### src/rtl/core/fan_curve_table_lookup_unit_macros.svh
// Assertion macros used by the fan curve lookup top module.
`ifndef FAN_CURVE_TABLE_LOOKUP_UNIT_MACROS_SVH
`define FAN_CURVE_TABLE_LOOKUP_UNIT_MACROS_SVH

`ifndef SYNTHESIS
`define FCTL_ASSERT_IMPLY(label, clk, rst_n, cond, prop) \
    label: assert property (@(posedge clk) disable iff (!rst_n) (cond) |-> (prop)) \
        else $error("assertion failed")
`define FCTL_ASSERT_DELAY3(label, clk, rst_n, cond, prop) \
    label: assert property (@(posedge clk) disable iff (!rst_n) (cond) |-> ##3 (prop)) \
        else $error("assertion failed")
`else
`define FCTL_ASSERT_IMPLY(label, clk, rst_n, cond, prop)
`define FCTL_ASSERT_DELAY3(label, clk, rst_n, cond, prop)
`endif

`endif

### src/rtl/core/fctl_pkg.sv
package fctl_pkg;

    localparam int POINTS      = 20;
    localparam int CURVES      = 2;
    localparam int TOTAL_BYTES = CURVES * POINTS;
    localparam int IDX_W       = $clog2(POINTS);
    localparam int ADDR_W      = $clog2(TOTAL_BYTES);
    localparam int COUNT_W     = $clog2(TOTAL_BYTES + 1);
    localparam int TEMP_W      = 8;
    localparam int BYTE_W      = 8;
    localparam int DUTY_W      = 7;
    localparam int QUO_W       = 6;
    localparam int MAX_DUTY    = 100;
    localparam int DIV5_MUL    = 205;
    localparam int DIV5_SHIFT  = 10;
    localparam int PROD_W      = 16;
    localparam int CFG_IDX_W   = 1;

    localparam logic [TEMP_W-1:0] LOWEST_RESET  = 8'd25;
    localparam logic [TEMP_W-1:0] HIGHEST_RESET = 8'd120;

    typedef enum logic [CFG_IDX_W-1:0] {
        CFG_LOWEST_TEMP  = 1'b0,
        CFG_HIGHEST_TEMP = 1'b1
    } cfg_reg_t;

    typedef struct packed {
        logic              en;
        logic              bank;
        logic [ADDR_W-1:0] addr;
        logic [DUTY_W-1:0] data;
    } mem_wr_t;

    typedef struct packed {
        logic bank;
        logic use_default;
    } curve_sel_t;

    // Factory curve: two points at zero, then 30 rising by 10 and held at 100.
    function automatic logic [DUTY_W-1:0] default_duty(input logic [IDX_W-1:0] point);
        int pv;
        int dv;
        pv = int'(point);
        dv = 0;
        if (pv >= 2) begin
            dv = 30 + 10 * (pv - 2);
            if (dv > MAX_DUTY) begin
                dv = MAX_DUTY;
            end
        end
        return DUTY_W'(dv);
    endfunction

endpackage

### src/rtl/core/fctl_index.sv
module fctl_index (
    input  logic [fctl_pkg::TEMP_W-1:0] temperature,
    input  logic                        channel,
    input  logic [fctl_pkg::TEMP_W-1:0] lowest,
    input  logic [fctl_pkg::TEMP_W-1:0] highest,
    output logic [fctl_pkg::IDX_W-1:0]  point,
    output logic [fctl_pkg::ADDR_W-1:0] addr
);

    logic [fctl_pkg::TEMP_W-1:0] clamped;
    logic [fctl_pkg::TEMP_W-1:0] offset;
    logic [fctl_pkg::PROD_W-1:0] product;
    logic [fctl_pkg::QUO_W-1:0]  quotient;
    logic                        chan_sat;

    always_comb
    begin
        clamped = temperature;
        if (clamped < lowest)
        begin
            clamped = lowest;
        end
        if (clamped > highest)
        begin
            clamped = highest;
        end
        offset = (clamped >= lowest) ? (clamped - lowest) : '0;
    end

    // Division by five through a reciprocal, exact for all 8-bit offsets.
    assign product  = fctl_pkg::PROD_W'(offset) * fctl_pkg::PROD_W'(fctl_pkg::DIV5_MUL);
    assign quotient = product[fctl_pkg::DIV5_SHIFT +: fctl_pkg::QUO_W];

    always_comb
    begin
        if (quotient > fctl_pkg::QUO_W'(fctl_pkg::POINTS - 1))
        begin
            point = fctl_pkg::IDX_W'(fctl_pkg::POINTS - 1);
        end
        else
        begin
            point = fctl_pkg::IDX_W'(quotient);
        end
    end

    assign chan_sat = (fctl_pkg::CURVES > 1) ? channel : 1'b0;
    assign addr     = (chan_sat ? fctl_pkg::ADDR_W'(fctl_pkg::POINTS) : '0)
                    + fctl_pkg::ADDR_W'(point);

endmodule

### src/rtl/core/fctl_curve_mem.sv
module fctl_curve_mem (
    input  logic                        clk,
    input  fctl_pkg::mem_wr_t           wr,
    input  logic                        rd_en,
    input  logic                        rd_bank,
    input  logic [fctl_pkg::ADDR_W-1:0] rd_addr,
    output logic [fctl_pkg::DUTY_W-1:0] rd_data
);

    logic [fctl_pkg::DUTY_W-1:0] store_reg [2][fctl_pkg::TOTAL_BYTES];
    logic [fctl_pkg::DUTY_W-1:0] rd_data_reg;

    always_ff @(posedge clk)
    begin
        if (wr.en)
        begin
            store_reg[wr.bank][wr.addr] <= wr.data;
        end
    end

    always_ff @(posedge clk)
    begin
        if (rd_en)
        begin
            rd_data_reg <= store_reg[rd_bank][rd_addr];
        end
    end

    assign rd_data = rd_data_reg;

endmodule

### src/rtl/core/fctl_loader.sv
module fctl_loader (
    input  logic                        clk,
    input  logic                        rst_n,
    input  logic                        en,
    input  logic [fctl_pkg::BYTE_W-1:0] curve_byte,
    input  logic                        last_byte,
    output fctl_pkg::mem_wr_t           wr,
    output fctl_pkg::curve_sel_t        sel,
    output logic                        load_ok
);

    logic [fctl_pkg::COUNT_W-1:0] count_reg, count_next;
    logic [fctl_pkg::BYTE_W-1:0]  prev_reg, prev_next;
    logic                         err_reg, err_next;
    logic                         bank_reg, bank_next;
    logic                         dflt_reg, dflt_next;
    logic                         in_range;
    logic                         first_of_curve;
    logic                         err_acc;
    logic [fctl_pkg::COUNT_W-1:0] count_acc;

    assign in_range       = count_reg < fctl_pkg::COUNT_W'(fctl_pkg::TOTAL_BYTES);
    assign first_of_curve = (count_reg == '0)
                         || (count_reg == fctl_pkg::COUNT_W'(fctl_pkg::POINTS));

    always_comb
    begin
        err_acc   = err_reg;
        count_acc = count_reg;
        if (in_range)
        begin
            if (curve_byte > fctl_pkg::BYTE_W'(fctl_pkg::MAX_DUTY))
            begin
                err_acc = 1'b1;
            end
            if (!first_of_curve && (curve_byte < prev_reg))
            begin
                err_acc = 1'b1;
            end
            count_acc = count_reg + 1'b1;
        end
        else
        begin
            err_acc = 1'b1;
        end
        load_ok = !err_acc && (count_acc == fctl_pkg::COUNT_W'(fctl_pkg::TOTAL_BYTES));
    end

    always_comb
    begin
        count_next = count_reg;
        prev_next  = prev_reg;
        err_next   = err_reg;
        bank_next  = bank_reg;
        dflt_next  = dflt_reg;
        if (en)
        begin
            if (last_byte)
            begin
                count_next = '0;
                prev_next  = '0;
                err_next   = 1'b0;
                if (load_ok)
                begin
                    bank_next = !bank_reg;
                    dflt_next = 1'b0;
                end
            end
            else
            begin
                count_next = count_acc;
                prev_next  = curve_byte;
                err_next   = err_acc;
            end
        end
    end

    always_ff @(posedge clk or negedge rst_n)
    begin
        if (!rst_n)
        begin
            count_reg <= '0;
            prev_reg  <= '0;
            err_reg   <= 1'b0;
            bank_reg  <= 1'b0;
            dflt_reg  <= 1'b1;
        end
        else
        begin
            count_reg <= count_next;
            prev_reg  <= prev_next;
            err_reg   <= err_next;
            bank_reg  <= bank_next;
            dflt_reg  <= dflt_next;
        end
    end

    // Loads fill the bank that lookups do not read; a commit swaps the banks.
    always_comb
    begin
        wr.en   = en && in_range;
        wr.bank = !bank_reg;
        wr.addr = count_reg[fctl_pkg::ADDR_W-1:0];
        wr.data = curve_byte[fctl_pkg::DUTY_W-1:0];
    end

    assign sel.bank        = bank_reg;
    assign sel.use_default = dflt_reg;

endmodule

### src/rtl/core/fan_curve_table_lookup_unit.sv
// An accepted word passes the s0 registers, the s1 and memory read registers, then the output registers.
// Throughput: one word per cycle, set by the one curve memory read or write that each word needs.
// busy stays low; the receiver cannot stall, so results are strobed for one cycle only.
// Reset restores the factory curves and the temperature range; the load state is cleared.
// The curve memory needs no clearing pass after reset.
`include "fan_curve_table_lookup_unit_macros.svh"

module fan_curve_table_lookup_unit (
    input  logic                           clk,
    input  logic                           rst_n,
    input  logic                           start,
    output logic                           busy,
    input  logic                           kind,
    input  logic [fctl_pkg::BYTE_W-1:0]    curve_byte,
    input  logic                           last_byte,
    input  logic                           channel,
    input  logic [fctl_pkg::TEMP_W-1:0]    temperature,
    input  logic                           cfg_valid,
    output logic                           cfg_ready,
    input  logic [fctl_pkg::CFG_IDX_W-1:0] cfg_index,
    input  logic [fctl_pkg::TEMP_W-1:0]    cfg_data,
    output logic                           result_valid,
    output logic                           is_lookup_result,
    output logic [fctl_pkg::DUTY_W-1:0]    duty_percent,
    output logic                           curves_accepted
);

    logic                        accept;
    logic [fctl_pkg::TEMP_W-1:0] lowest_reg;
    logic [fctl_pkg::TEMP_W-1:0] highest_reg;

    logic                        s0_valid_reg;
    logic                        s0_kind_reg;
    logic [fctl_pkg::BYTE_W-1:0] s0_byte_reg;
    logic                        s0_last_reg;
    logic                        s0_chan_reg;
    logic [fctl_pkg::TEMP_W-1:0] s0_temp_reg;

    logic                        s1_valid_reg;
    logic                        s1_lookup_reg;
    logic                        s1_accepted_reg;
    logic                        s1_dflt_reg;
    logic [fctl_pkg::DUTY_W-1:0] s1_dflt_duty_reg;

    logic                        out_valid_reg;
    logic                        out_lookup_reg;
    logic [fctl_pkg::DUTY_W-1:0] out_duty_reg;
    logic                        out_accepted_reg;

    logic [fctl_pkg::IDX_W-1:0]  point;
    logic [fctl_pkg::ADDR_W-1:0] rd_addr;
    logic [fctl_pkg::DUTY_W-1:0] rd_data;
    logic                        load_en;
    logic                        lookup_en;
    logic                        load_ok;
    fctl_pkg::mem_wr_t           wr;
    fctl_pkg::curve_sel_t        sel;

    assign busy      = 1'b0;
    assign cfg_ready = 1'b1;
    assign accept    = start && !busy;

    always_ff @(posedge clk or negedge rst_n)
    begin
        if (!rst_n)
        begin
            lowest_reg  <= fctl_pkg::LOWEST_RESET;
            highest_reg <= fctl_pkg::HIGHEST_RESET;
        end
        else if (cfg_valid && cfg_ready)
        begin
            unique case (fctl_pkg::cfg_reg_t'(cfg_index))
                fctl_pkg::CFG_LOWEST_TEMP:  lowest_reg  <= cfg_data;
                fctl_pkg::CFG_HIGHEST_TEMP: highest_reg <= cfg_data;
            endcase
        end
    end

    always_ff @(posedge clk or negedge rst_n)
    begin
        if (!rst_n)
        begin
            s0_valid_reg <= 1'b0;
        end
        else
        begin
            s0_valid_reg <= accept;
        end
    end

    always_ff @(posedge clk)
    begin
        if (accept)
        begin
            s0_kind_reg <= kind;
            s0_byte_reg <= curve_byte;
            s0_last_reg <= last_byte;
            s0_chan_reg <= channel;
            s0_temp_reg <= temperature;
        end
    end

    assign load_en   = s0_valid_reg && !s0_kind_reg;
    assign lookup_en = s0_valid_reg && s0_kind_reg;

    fctl_index u_index (
        .temperature (s0_temp_reg),
        .channel     (s0_chan_reg),
        .lowest      (lowest_reg),
        .highest     (highest_reg),
        .point       (point),
        .addr        (rd_addr)
    );

    fctl_loader u_loader (
        .clk        (clk),
        .rst_n      (rst_n),
        .en         (load_en),
        .curve_byte (s0_byte_reg),
        .last_byte  (s0_last_reg),
        .wr         (wr),
        .sel        (sel),
        .load_ok    (load_ok)
    );

    fctl_curve_mem u_mem (
        .clk     (clk),
        .wr      (wr),
        .rd_en   (lookup_en),
        .rd_bank (sel.bank),
        .rd_addr (rd_addr),
        .rd_data (rd_data)
    );

    always_ff @(posedge clk or negedge rst_n)
    begin
        if (!rst_n)
        begin
            s1_valid_reg  <= 1'b0;
            out_valid_reg <= 1'b0;
        end
        else
        begin
            s1_valid_reg  <= lookup_en || (load_en && s0_last_reg);
            out_valid_reg <= s1_valid_reg;
        end
    end

    always_ff @(posedge clk)
    begin
        s1_lookup_reg    <= s0_kind_reg;
        s1_accepted_reg  <= !s0_kind_reg && load_ok;
        s1_dflt_reg      <= sel.use_default;
        s1_dflt_duty_reg <= fctl_pkg::default_duty(point);
        out_lookup_reg   <= s1_lookup_reg;
        out_accepted_reg <= s1_accepted_reg;
        if (!s1_lookup_reg)
        begin
            out_duty_reg <= '0;
        end
        else if (s1_dflt_reg)
        begin
            out_duty_reg <= s1_dflt_duty_reg;
        end
        else
        begin
            out_duty_reg <= rd_data;
        end
    end

    assign result_valid     = out_valid_reg;
    assign is_lookup_result = out_lookup_reg;
    assign duty_percent     = out_duty_reg;
    assign curves_accepted  = out_accepted_reg;

    `FCTL_ASSERT_IMPLY(a_status_zero_duty, clk, rst_n, result_valid && !is_lookup_result, duty_percent == '0);
    `FCTL_ASSERT_IMPLY(a_lookup_no_accept, clk, rst_n, result_valid && is_lookup_result, !curves_accepted);
    `FCTL_ASSERT_IMPLY(a_duty_in_range, clk, rst_n, result_valid, duty_percent <= fctl_pkg::DUTY_W'(fctl_pkg::MAX_DUTY));
    `FCTL_ASSERT_DELAY3(a_lookup_latency, clk, rst_n, start && kind, result_valid && is_lookup_result);

endmodule

### config.mk
export PLATFORM = sky130hd
export DESIGN_NAME = fan_curve_table_lookup_unit
export DESIGN_NICKNAME = d
export VERILOG_FILES = /design/src/rtl/core/fctl_pkg.sv /design/src/rtl/core/fctl_index.sv /design/src/rtl/core/fctl_curve_mem.sv /design/src/rtl/core/fctl_loader.sv /design/src/rtl/core/fan_curve_table_lookup_unit.sv
export VERILOG_INCLUDE_DIRS = /design/src /design/src/rtl/core
export SDC_FILE = /design/constraint.sdc
export NUM_CORES = 1
export LEC_CHECK = 0
export BUFFER_PORTS_ARGS = -buffer_cell sky130_fd_sc_hd__buf_2
export CAP_MARGIN = 10
export CORE_ASPECT_RATIO = 1.2
export CORE_MARGIN = 3
export CORE_UTILIZATION = 40
export CTS_BUF_LIST = sky130_fd_sc_hd__clkbuf_16
export DETAILED_ROUTE_END_ITERATION = 10
export SLEW_MARGIN = 25
export SYNTH_ARGS = -nofsm -noshare
export SYNTH_HDL_FRONTEND = slang
export SYNTH_SLANG_ARGS = --single-unit
### constraint.sdc
create_clock -name clk -period 28.3 [get_ports clk]
set_clock_uncertainty 0.2 [all_clocks]
set_input_delay 1.415 -clock clk [delete_from_list [all_inputs] [get_ports clk]]
set_output_delay 1.415 -clock clk [all_outputs]
set_load 0.05 [all_outputs]
### After elaboration in Yosys (flattened, before gate mapping)

Memories as Yosys holds them, arrays and structs flattened.
Cells that the tools add are included.
Widths: inputs -> output; s select.

* $add $sub $neg: 5
* multipliers: 2
* magnitude comparators: 12
* eq/ne operators: 2
* mux-type cells: 21
* bitwise gates (word level): 4
* reduce and logical (&&, ||, !) cells: 19

Operators by type and width (number)
* $mux 280: 1
* $bmux 7 s6: 1
* $demux 7 s6: 1
* $mux 7: 5
* $mux 8: 4
* $lt 8x8->1: 2
* $mul 8x8->16 const B: 1
* $ge 7x7->1 const B: 2
* $not 6->7: 2
* $add 6x11->12 const A: 1
* $gt 12x8->1 const B: 1
* $mux 6: 2
* $mul 4x6->10 const A: 1
* $mux 5: 2
* $ge 8x8->1: 1
* $gt 8x7->1 const B: 1
* $gt 8x8->1: 1
* $logic_and 1x1->1: 8
* $sub 8x8->8: 1
* $lt 7x1->1 const B: 1
* $add 6x1->6 const B: 1
* $add 6x5->6: 1
* $eq 6x5->1 const B: 1
* $eq 6x6->1 const B: 1
* 12 further kinds: 22

* flip-flop bits (word level): 81
* memory bits (writable): 560
* bits of input ports: 32
* memories: 1

Memory list
* u_mem.store_reg: depth 2, bits a word 280, rd ports 1, clocked after memory_dff 0, wr ports 1, line fctl_curve_mem.sv:10 `logic [fctl_pkg::DUTY_W-1:0] store_reg [2][fctl_pkg::TOTAL_BYTES];`

### Depth between registers and ports, before layout

Gate-level depths: netlist (run 1).

* depth after elaboration: 14
* gate-level depth with buffers: 60

### Cells and area by module

A second synthesis (run 1) with hierarchy kept.

* cells, all modules: 1591
* area, all modules: 27951.8 um^2

Modules (own cells, without submodules)
* fctl_curve_mem: instances 1, cells an instance 1019, area an instance 22110.0 um^2
* fan_curve_table_lookup_unit: instances 1, cells an instance 182, area an instance 2449.8 um^2
* fctl_index: instances 1, cells an instance 263, area an instance 2212.1 um^2
* fctl_loader: instances 1, cells an instance 127, area an instance 1179.9 um^2

### Least setup slack after synthesis (run 1)

OpenSTA, ideal clock, no wires.

* path type: register to register
* start: register lowest_reg[1] (netlist name)
* end: register s1_dflt_duty_reg[6] (netlist name)
* setup time: 0.120 ns
* data arrival time: 11.460 ns
* required time: 27.980 ns
* setup slack: 16.520 ns
* cell stages (with the launch flop): 56
* path buffers: 0
* clock period less this slack: 11.780 ns
* cell sequence: dfrtp_1 > inv_1 > ha_1 > a21oi_1 > nor2b_1 > o21ai_0 > nand2b_1 > a21oi_1 > nor2b_1 > o21ai_0 > nand2b_1 > a21oi_1 > mux2_2 > ha_1 > a21o_1 > a21o_1 > a21oi_1 > o21ai_0 > [... 20 more ...] > a21oi_2 > o311a_4 > or3_2 > nor2_1 > o21ai_0 > ha_1 > inv_1 > fa_1 > xor2_1 > nor2_1 > and3_1 > nor2_1 > nor3_1 > o21a_1 > a211o_1 > o311ai_1 > o21a_2 > o31a_1

* longest elaborated chain between the ends: 14
* elaborated cells between the ends (all ways): 16

Ends and longest elaborated chain
* from (decl): line fan_curve_table_lookup_unit.sv:29 `logic [fctl_pkg::TEMP_W-1:0] lowest_reg;`
* from (signal assigned): line fan_curve_table_lookup_unit.sv:67 `lowest_reg <= fctl_pkg::LOWEST_RESET;`
* from (signal assigned): line fan_curve_table_lookup_unit.sv:73 `fctl_pkg::CFG_LOWEST_TEMP: lowest_reg <= cfg_data;`
* $lt 8x8->1: line fctl_index.sv:19 `if (clamped < lowest)`
* $mux 8: line fctl_index.sv:19
* $gt 8x8->1: line fctl_index.sv:23 `if (clamped > highest)`
* $mux 8: line fctl_index.sv:23
* $sub 8x8->8 / $ge 8x8->1 (equally long branches): line fctl_index.sv:27 `offset = (clamped >= lowest) ? (clamped - lowest) : '0;`
* $mux 8 *: line fctl_index.sv:27
* $mul 8x8->16 *: line fctl_index.sv:31 `assign product = fctl_pkg::PROD_W'(offset) * fctl_pkg::PROD_W'(fctl_pkg::DIV5_MUL);`
* $gt 6x5->1: line fctl_index.sv:36 `if (quotient > fctl_pkg::QUO_W'(fctl_pkg::POINTS - 1))`
* $mux 5 *: line fctl_index.sv:36
* $sub 5x2->6: line fctl_pkg.sv:46 `dv = 30 + 10 * (pv - 2);`
* $mul 4x6->10: line fctl_pkg.sv:46
* $add 6x11->12: line fctl_pkg.sv:46
* $gt 12x8->1: line fctl_pkg.sv:47 `if (dv > MAX_DUTY) begin`
* $mux 7: line fctl_pkg.sv:47
* to (signal assigned): line fan_curve_table_lookup_unit.sv:154 `s1_dflt_duty_reg <= fctl_pkg::default_duty(point);`
* to (decl): line fan_curve_table_lookup_unit.sv:43 `logic [fctl_pkg::DUTY_W-1:0] s1_dflt_duty_reg;`

Mark *: on every way between the ends. The rest lies on a longest branch, timed or not.
A chain may end at the register's enable or synchronous reset.

### Worst setup path in the final report (run 1)

Ends and elaborated chain as after synthesis.

==> results of run 1 <==
-- routing by layer --
| layer | global-route usage, % | wire length [um] |
|---|---|---|
| met1 | 22.9 | 26300 |
| met2 | 31.1 | 33100 |
| met3 | 2.35 | 3330 |
| met4 | 5.43 | 1890 |
| met5 | 0 | 0 |
-- how the worst max path moves through the flow --
stage / startpoint / endpoint / slack [ps] / depth (start not counted)
floorplan: lowest_reg[1] / s1_dflt_duty_reg[6] / 16520 / 55
global placement: lowest_reg[1] / s1_dflt_duty_reg[6] / 15340 / 54
detailed placement: lowest_reg[1] / s1_dflt_duty_reg[6] / 15230 / 54
CTS: lowest_reg[1] / s1_dflt_duty_reg[6] / 15220 / 54
global route: lowest_reg[1] / s1_dflt_duty_reg[6] / 14360 / 55
finish: lowest_reg[1] / s1_dflt_duty_reg[6] / 15280 / 55
-- cells by family after synthesis --
family,after synthesis,synth area share (%)
DFF,640,67.4
and+or+nand+nor,395,6.71
AOI/OAI and AO/OA,253,6.45
muxes,167,11.6
buffers and inverters,147,2.26
adders and majority gates,102,4.91
xor gates and xnor gates,21,0.657
other,2,0.0268
-- cells in the mapped netlist, types with 17 or more instances --
cell type / count
a21o_1: 17
a21oi_1: 56
a22oi_1: 29
a31oi_1: 26
buf_2: 25
clkbuf_1: 41
dfrtp_1: 28
dfxtp_1: 18
edfxtp_1: 586
ha_1: 89
inv_1: 65
mux2_2: 23
mux2i_1: 21
mux4_2: 122
nand2_1: 109
nand3_1: 56
nor2_1: 127
nor3_1: 18
o21ai_0: 26
-- area by class of cell --
| class | instances | area [um^2] | share of cell area [%] |
|---|---|---|---|
| clock inverters | 49 | 520 | 1.67 |
| flip-flops and latches | 640 | 18900 | 60.6 |
| inverters | 67 | 251 | 0.807 |
| clock buffers | 61 | 1530 | 4.90 |
| well taps | 909 | 1140 | 3.65 |
| multi-input cells | 940 | 8480 | 27.2 |
| repair buffers | 58 | 365 | 1.17 |
-- per-stage QoR --
stage / worst slack (ps) / instance area, um^2 / hold slack [ps] / util [%] / cells
2_1_floorplan: 16520 / 28000 / 110 / - / 1727
3_3_place_gp: 15340 / 29100 / 113 / 42.2 / 2613
3_5_place_dp: 15230 / 29100 / 135 / 42.2 / 2613
4_1_cts: 15220 / 31100 / 153 / 45.2 / 2723
5_1_grt: 14360 / 31200 / 155 / 45.3 / 2724
6_report: 15280 / 31200 / 149 / 45.3 / 2724
-- critical path: cells and delay by family, from the launching register on --
| kind | cells | cell delay, ps |
|---|---|---|
| DFF | 1 | 370 |
| muxes | 2 | 860 |
| and+or+nand+nor | 12 | 2030 |
| xor gates and xnor gates | 2 | 320 |
| adders and majority gates | 10 | 3850 |
| AOI/OAI and AO/OA | 25 | 4880 |
| buffers and inverters | 4 | 410 |
==> results_dict.tcl, run 1 <==
set metrics [dict create \
    status "complete, no violations" \
    cts_sinks 640 \
    synth.yosys.seq_area_share_pct 67.4 \
    start_util_pct 40.6 \
    rr_worst_depth 55 \
    synthArstFlopShare_pct 5.63 \
    final_nets 1901 \
    hold_class "flip-flop to flip-flop" \
    via_per_inst 5.60 \
    num_rows 105 \
    syn_nets 1861 \
    slew_headroom_pct 28.2 \
    antennaDiodeCount 0 \
    drc 0 \
    timing.final.crit_period_ps 13020 \
    clock_latency_ps 630 \
    drt_iter0_markers 1188 \
    required_ps 28610 \
    largest_register_ffs 560 \
    dr_total_vias 15247 \
    place_congestion 0.840 \
    postCtsSetupBuffers 0 \
    fin_crit_sh_pct 46.0 \
    cts_buffer_depth 3 \
    die_w_um 247 \
    synth_edf_count 586 \
    final_common_cell "edfxtp_1" \
    holdPathStages 0 \
    fin_tns_setup_ps 0 \
    regToRegStartpoint "lowest_reg[1]" \
    grt_pass1_wl_mm 98.0 \
    whs_endpoint "result_valid" \
    endpoint_kind "flip-flop" \
    syn_avg_cell_area_um2 16.2 \
    r2r-end "s1_dflt_duty_reg[6]" \
    synth_cells 1727 \
    min_from "s1_valid_reg" \
    fp.dieH_um 296 \
    dieArea_um2 73200 \
    critPathArrivalTime_ps 13320 \
    cts_buffers 60 \
    drt-total-wl_mm 64.7 \
    syn_to_final_growth_pct 11.3 \
    fmax_mhz 76.8 \
    worst_pin_slew_ps 1070 \
    setup_viol 0 \
    slowest_stage "a21oi_1" \
    startpoint_type "flip-flop" \
    slew_violations 0 \
    yosysTopAreaCell "edfxtp_1" \
    synth_cell_types 88 \
    grt_pass1_vias 15575 \
    ys.flop_type "edfxtp_1" \
    layout_common_cells "edfxtp_1 (586), nor2_1 (127), mux4_2 (122), nand2_1 (109), ha_1 (89)" \
    drive_gt1_share_pct 18.8 \
    maxCapViolations 0 \
    dp_hpwl_mm 40.3 \
    rsz0062_at_grt "false" \
    wl_per_cell_um 23.7 \
    r2r_setup_slack_ps 15280 \
    port_buffers 41 \
    syn-cell-area_um2 28000 \
    grt_max_degree 144 \
    ys_seq_elements 640 \
    path_clk_slew_ps 60 \
    dr.pass1.iters 5 \
    finalHoldViolations 0 \
    yosysTopAreaCellShare_pct 62.9 \
    netlist_top_cells_area "edfxtp_1 (63%), mux4_2 (9.8%), ha_1 (4.0%)" \
    coreArea_um2 68800 \
    overflow 0 \
    cp_max_fo 9 \
    antenna_found_initial 0 \
    critPathKind "flip-flop to flip-flop" \
    root_buffer "clkbuf_16" \
    cts_resized 0 \
    gr-usage-all-layers_pct 17.7 \
    ctsHtreeMaxLevel 2 \
    cpPeakStageDelay_ps 650 \
    ctsHoldBuffers 0 \
    yosysWarnings 0 \
    fillCellCount 5916 \
    cts_tree "done" \
    ios 44 \
    ant_nets 0 \
]
Power of run 1 is not shown: default switching activity piles up to over one toggle a cycle in this logic, so the estimate is an artifact.
==> run 2, diff against run 1 <==
clock period = 12.94 ns   (was 28.3 ns; I/O delays follow)
==> results_dict.tcl, run 2 (synthesis results as in run 1) <==
set metrics [dict create \
    status "complete, no violations" \
    fp.dieH_um 296 \
    coreArea_um2 68800 \
    dr_total_vias 15253 \
    path_delay_family "adder cells" \
    drc 0 \
    port_buffers 41 \
    start_util_pct 40.6 \
    final_common_cell "edfxtp_1" \
    path_buf_inv 6 \
    layout_common_cells "edfxtp_1 (586), nor2_1 (125), mux4_2 (122), nand2_1 (108), ha_1 (88)" \
    holdPathStages 3 \
    drive_gt1_share_pct 19.5 \
    fmax_mhz 82.8 \
    regToRegStartpoint "lowest_reg[1]" \
    min_from "cfg_data[3]" \
    path_clk_slew_ps 60 \
    fin_crit_sh_pct 93.3 \
    grt_pass1_vias 15755 \
    ios 44 \
    fillCellCount 5947 \
    finalHoldViolations 0 \
    critPathKind "flip-flop to flip-flop" \
    cts_tree "done" \
    slowest_stage "fa_1" \
    largest_register_ffs 560 \
    clock_latency_ps 630 \
    cts_buffer_depth 3 \
    place_congestion 0.801 \
    via_per_inst 5.54 \
    antenna_found_initial 0 \
    cpPeakStageDelay_ps 540 \
    ctsHtreeMaxLevel 2 \
    syn_to_final_growth_pct 12.0 \
    startpoint_type "flip-flop" \
    rsz0062_at_grt "false" \
    required_ps 13260 \
    dr.pass1.iters 5 \
    cts_sinks 640 \
    gr-usage-all-layers_pct 17.5 \
    overflow 0 \
    ant_nets 0 \
    fin_tns_setup_ps 0 \
    final_nets 1930 \
    dp_hpwl_mm 39.7 \
    grt_pass1_wl_mm 96.8 \
    slew_violations 0 \
    cp_max_fo 9 \
    r2r-end "s1_dflt_duty_reg[6]" \
    num_rows 105 \
    slew_headroom_pct 30.8 \
    dieArea_um2 73200 \
    rr_worst_depth 56 \
    whs_endpoint "lowest_reg[3]" \
    worst_pin_slew_ps 1040 \
    grt_max_degree 111 \
    wl_per_cell_um 23.0 \
    drt_iter0_markers 1101 \
    critPathArrivalTime_ps 12390 \
    maxCapViolations 0 \
    die_w_um 247 \
    endpoint_kind "flip-flop" \
    antennaDiodeCount 0 \
    cts_buffers 61 \
    timing.final.crit_period_ps 12080 \
    setup_viol 0 \
    hold_class "input port to flip-flop" \
    drt-total-wl_mm 63.3 \
    r2r_setup_slack_ps 860 \
    root_buffer "clkbuf_16" \
]
-- run 2: changes by cell type in the layout (fill, tap and decap cells not counted), moves of 6 or more --
cell / before / now
buf_4: 15 / 23
clkinvlp_4: 1 / 7
bufinv_16: 11 / 5
dlygate4sd3_1: 0 / 20
-- run 2: worst max-delay path by stage --
stage             startpoint                   to  slack [ps]  cells after the start
6_report       lowest_reg[1]  s1_dflt_duty_reg[6]         860                     56
3_3_place_gp   lowest_reg[1]  s1_dflt_duty_reg[6]         600                     56
2_1_floorplan  lowest_reg[1]  s1_dflt_duty_reg[6]        1160                     55
3_5_place_dp   lowest_reg[1]  s1_dflt_duty_reg[6]         430                     56
4_1_cts        lowest_reg[1]  s1_dflt_duty_reg[6]         420                     56
5_1_grt        lowest_reg[1]  s1_dflt_duty_reg[6]          20                     56
-- run 2: final cells by class --
cell class / count / area (um^2) / area share (%)
repair buffers: 86 / 609 / 1.94
well taps: 909 / 1140 / 3.63
clock inverters: 51 / 405 / 1.29
inverters: 67 / 251 / 0.803
flip-flops and latches: 640 / 18900 / 60.2
clock buffers: 62 / 1550 / 4.95
multi-input cells: 940 / 8500 / 27.1
-- run 2: routing by layer --
layer  global-route usage, %  wire (um)  up-vias
met2                    30.9      32800      408
li1                        -          -     6863
met1                    22.2      25300     7884
met4                    5.61       1850        0
met5                       0          0        -
met3                    2.58       3280       98
-- run 2: stage by stage --
step / area, um^2 / utilization [%] / setup slack [ps] / hold slack, ps / instances
after floorplan: 28000 / - / 1160 / 110 / 1727
after global placement: 29100 / 42.3 / 595 / 149 / 2618
after CTS: 31300 / 45.4 / 418 / 2.28 / 2751
after detailed placement: 29100 / 42.3 / 427 / 152 / 2618
final: 31300 / 45.5 / 862 / 47.8 / 2755
after global routing: 31300 / 45.5 / 15.8 / 17.4 / 2755
-- run 2: worst register-to-register path, delay by kind of cell (launching register included) --
| family | cells | cell delay, ps |
|---|---|---|
| compound gates | 23 | 3760 |
| xor+xnor | 2 | 300 |
| fa+ha+maj | 10 | 3980 |
| buf+inv | 6 | 610 |
| flops | 1 | 380 |
| mux | 2 | 750 |
| simple gates | 13 | 1970 |
-- run 2: what timing repair did --
item	CTS	global route
resized for setup	0	10
setup endpoints to repair	0	6
endpoints found under the hold margin	47	0
setup buffers	0	4
hold buffers	20	0
Power of run 2 is left out for the same reason.
==> run 3, diff against run 2 <==
REMOVE_ABC_BUFFERS = 1   (was unset)
SYNTH_HIERARCHICAL = 1   (was unset)
clock period = 13.1 ns   (was 12.94 ns; I/O delays follow)
==> results_dict.tcl, run 3 <==
set metrics [dict create \
    regToRegStartpoint "lowest_reg[1]" \
    critPathKind "flip-flop to flip-flop" \
    yosysWarnings 6 \
    drc 0 \
    cts_sinks 640 \
    path_buf_inv 4 \
    endpoint_kind "flip-flop" \
    status "complete, no violations" \
    wl_per_cell_um 23.8 \
    crit_top_cell "ha_1" \
    netlist_top_cells_area "edfxtp_1 (63%), mux4_2 (11%), ha_1 (4.1%)" \
    syn_to_final_growth_pct 11.7 \
    min_from "kind" \
    hold_class "input port to flip-flop" \
    fillCellCount 5912 \
    rsz0062_at_grt "false" \
    final_nets 1799 \
    largest_register_ffs 560 \
    antenna_found_initial 1 \
    fin_crit_sh_pct 92.9 \
    cts_tree "done" \
    layout_common_cells "edfxtp_1 (586), mux4_2 (133), nor2_1 (117), ha_1 (91), inv_1 (82)" \
    synth.yosys.seq_area_share_pct 67.5 \
    maxCapViolations 0 \
    r2r-end "u_mem/rd_data[6]" \
    ys.flop_type "edfxtp_1" \
    path_clk_slew_ps 60 \
    grt_pass1_vias 15153 \
    timing.final.crit_period_ps 12160 \
    dr_total_vias 14596 \
    fp.dieH_um 296 \
    start_util_pct 40.6 \
    coreArea_um2 68800 \
    overflow 0 \
    holdPathStages 1 \
    synthArstFlopShare_pct 5.63 \
    yosysTopAreaCellShare_pct 63.0 \
    fmax_mhz 82.2 \
    whs_endpoint "s0_kind_reg" \
    grt_pass1_wl_mm 94.7 \
    drive_gt1_share_pct 21.9 \
    final_common_cell "edfxtp_1" \
    ys_top_cells_by_count "edfxtp_1 (586), mux4_2 (133), nor2_1 (117), ha_1 (91), inv_1 (71)" \
    worst_pin_slew_ps 1070 \
    slew_headroom_pct 28.4 \
    cp_max_fo 8 \
    postCtsSetupBuffers 0 \
    gr-usage-all-layers_pct 17.4 \
    yosys.cell_count.top_type "edfxtp_1" \
    dieArea_um2 73100 \
    num_rows 105 \
    cts_buffer_depth 3 \
    grt_max_degree 117 \
    cpPeakStageDelay_ps 590 \
    required_ps 13240 \
    slowest_stage "or4_1" \
    setup_viol 0 \
    place_congestion 0.800 \
    utilization_pct 45.4 \
    synth_edf_count 586 \
    syn_avg_cell_area_um2 17.6 \
    dr.pass1.iters 5 \
    dp_hpwl_mm 39.8 \
    ant_nets 0 \
    critPathArrivalTime_ps 12300 \
    startpoint_type "flip-flop" \
    syn-cell-area_um2 28000 \
    synth_cell_types 89 \
    via_per_inst 5.56 \
    synth_cells 1591 \
    r2r_setup_slack_ps 940 \
    fin_tns_setup_ps 0 \
    cts_buffers 61 \
    die_w_um 247 \
    yosysTopAreaCell "edfxtp_1" \
    antennaDiodeCount 0 \
    finalHoldViolations 0 \
    ios 44 \
    clock_latency_ps 640 \
    port_buffers 41 \
    path_delay_family "compound AO/OA/AOI/OAI gates" \
    drt_iter0_markers 995 \
    ctsHtreeMaxLevel 2 \
    rr_worst_depth 47 \
    slew_violations 0 \
    ys_seq_elements 640 \
    startpoint "lowest_reg[1]" \
    root_buffer "clkbuf_16" \
    drt-total-wl_mm 62.5 \
]
[run 3: cells by family after synthesis]
family	after synthesis	synth area share [%]
DFF	640	67.5
and+or+nand+nor	289	5.29
muxes	231	14.9
AOI/OAI and AO/OA	155	4.00
buffers and inverters	146	2.57
adders and majority gates	103	4.93
xor gates and xnor gates	25	0.810
other	2	0.0269
[run 3: area by class of cell]
cell class | instances | area, um^2 | share of cell area (%)
Inverter | 73 | 274 | 0.877
Multi-Input combinational cell | 805 | 8410 | 26.9
Clock inverter | 53 | 438 | 1.40
Timing Repair Buffer | 83 | 578 | 1.85
Sequential cell | 640 | 18900 | 60.4
Tap cell | 909 | 1140 | 3.64
Clock buffer | 61 | 1530 | 4.89
[run 3: worst max-delay path by stage]
stage / to / slack [ps] / cells past startpoint
floorplan: s1_dflt_duty_reg[1] / -890 / 51
global placement: u_mem/rd_data[4] / 610 / 46
detailed placement: u_mem/rd_data[4] / 500 / 46
CTS: u_mem/rd_data[4] / 430 / 46
global route: s1_dflt_duty_reg[1] / 4 / 53
finish: u_mem/rd_data[6] / 940 / 47
[run 3: what timing repair did]
action / 4_1_cts / 5_1_grt
resized for setup: 0 / 4
setup endpoints to repair: 0 / 13
hold endpoints to repair: 45 / 0
hold buffers: 18 / 0
[run 3: layer usage]
layer	routed length (um)	global-route usage (%)
met1	24900	21.8
met2	32200	30.6
met3	3360	2.95
met4	2000	6.02
met5	12	0
[run 3: worst reg2reg max path, delay by kind of cell, from the launching register on]
family	cells	cell delay, ps
buffers and inverters	4	810
multiplexers	3	1190
flip-flops	1	390
adder cells (fa/ha/maj)	10	3310
XOR/XNOR	1	180
AND/OR/NAND/NOR	9	2110
AO/OA/AOI/OAI	20	3700
[run 3: per-stage QoR]
step	instances	area (um^2)	hold WS (ps)	worst slack, ps
2_1_floorplan	1518	27500	110	-885
3_3_place_gp	2492	29100	120	608
3_5_place_dp	2492	29100	122	505
4_1_cts	2624	31200	2.42	428
5_1_grt	2624	31200	6.87	4.02
6_report	2624	31200	40.2	936
Power of run 3 is left out for the same reason.
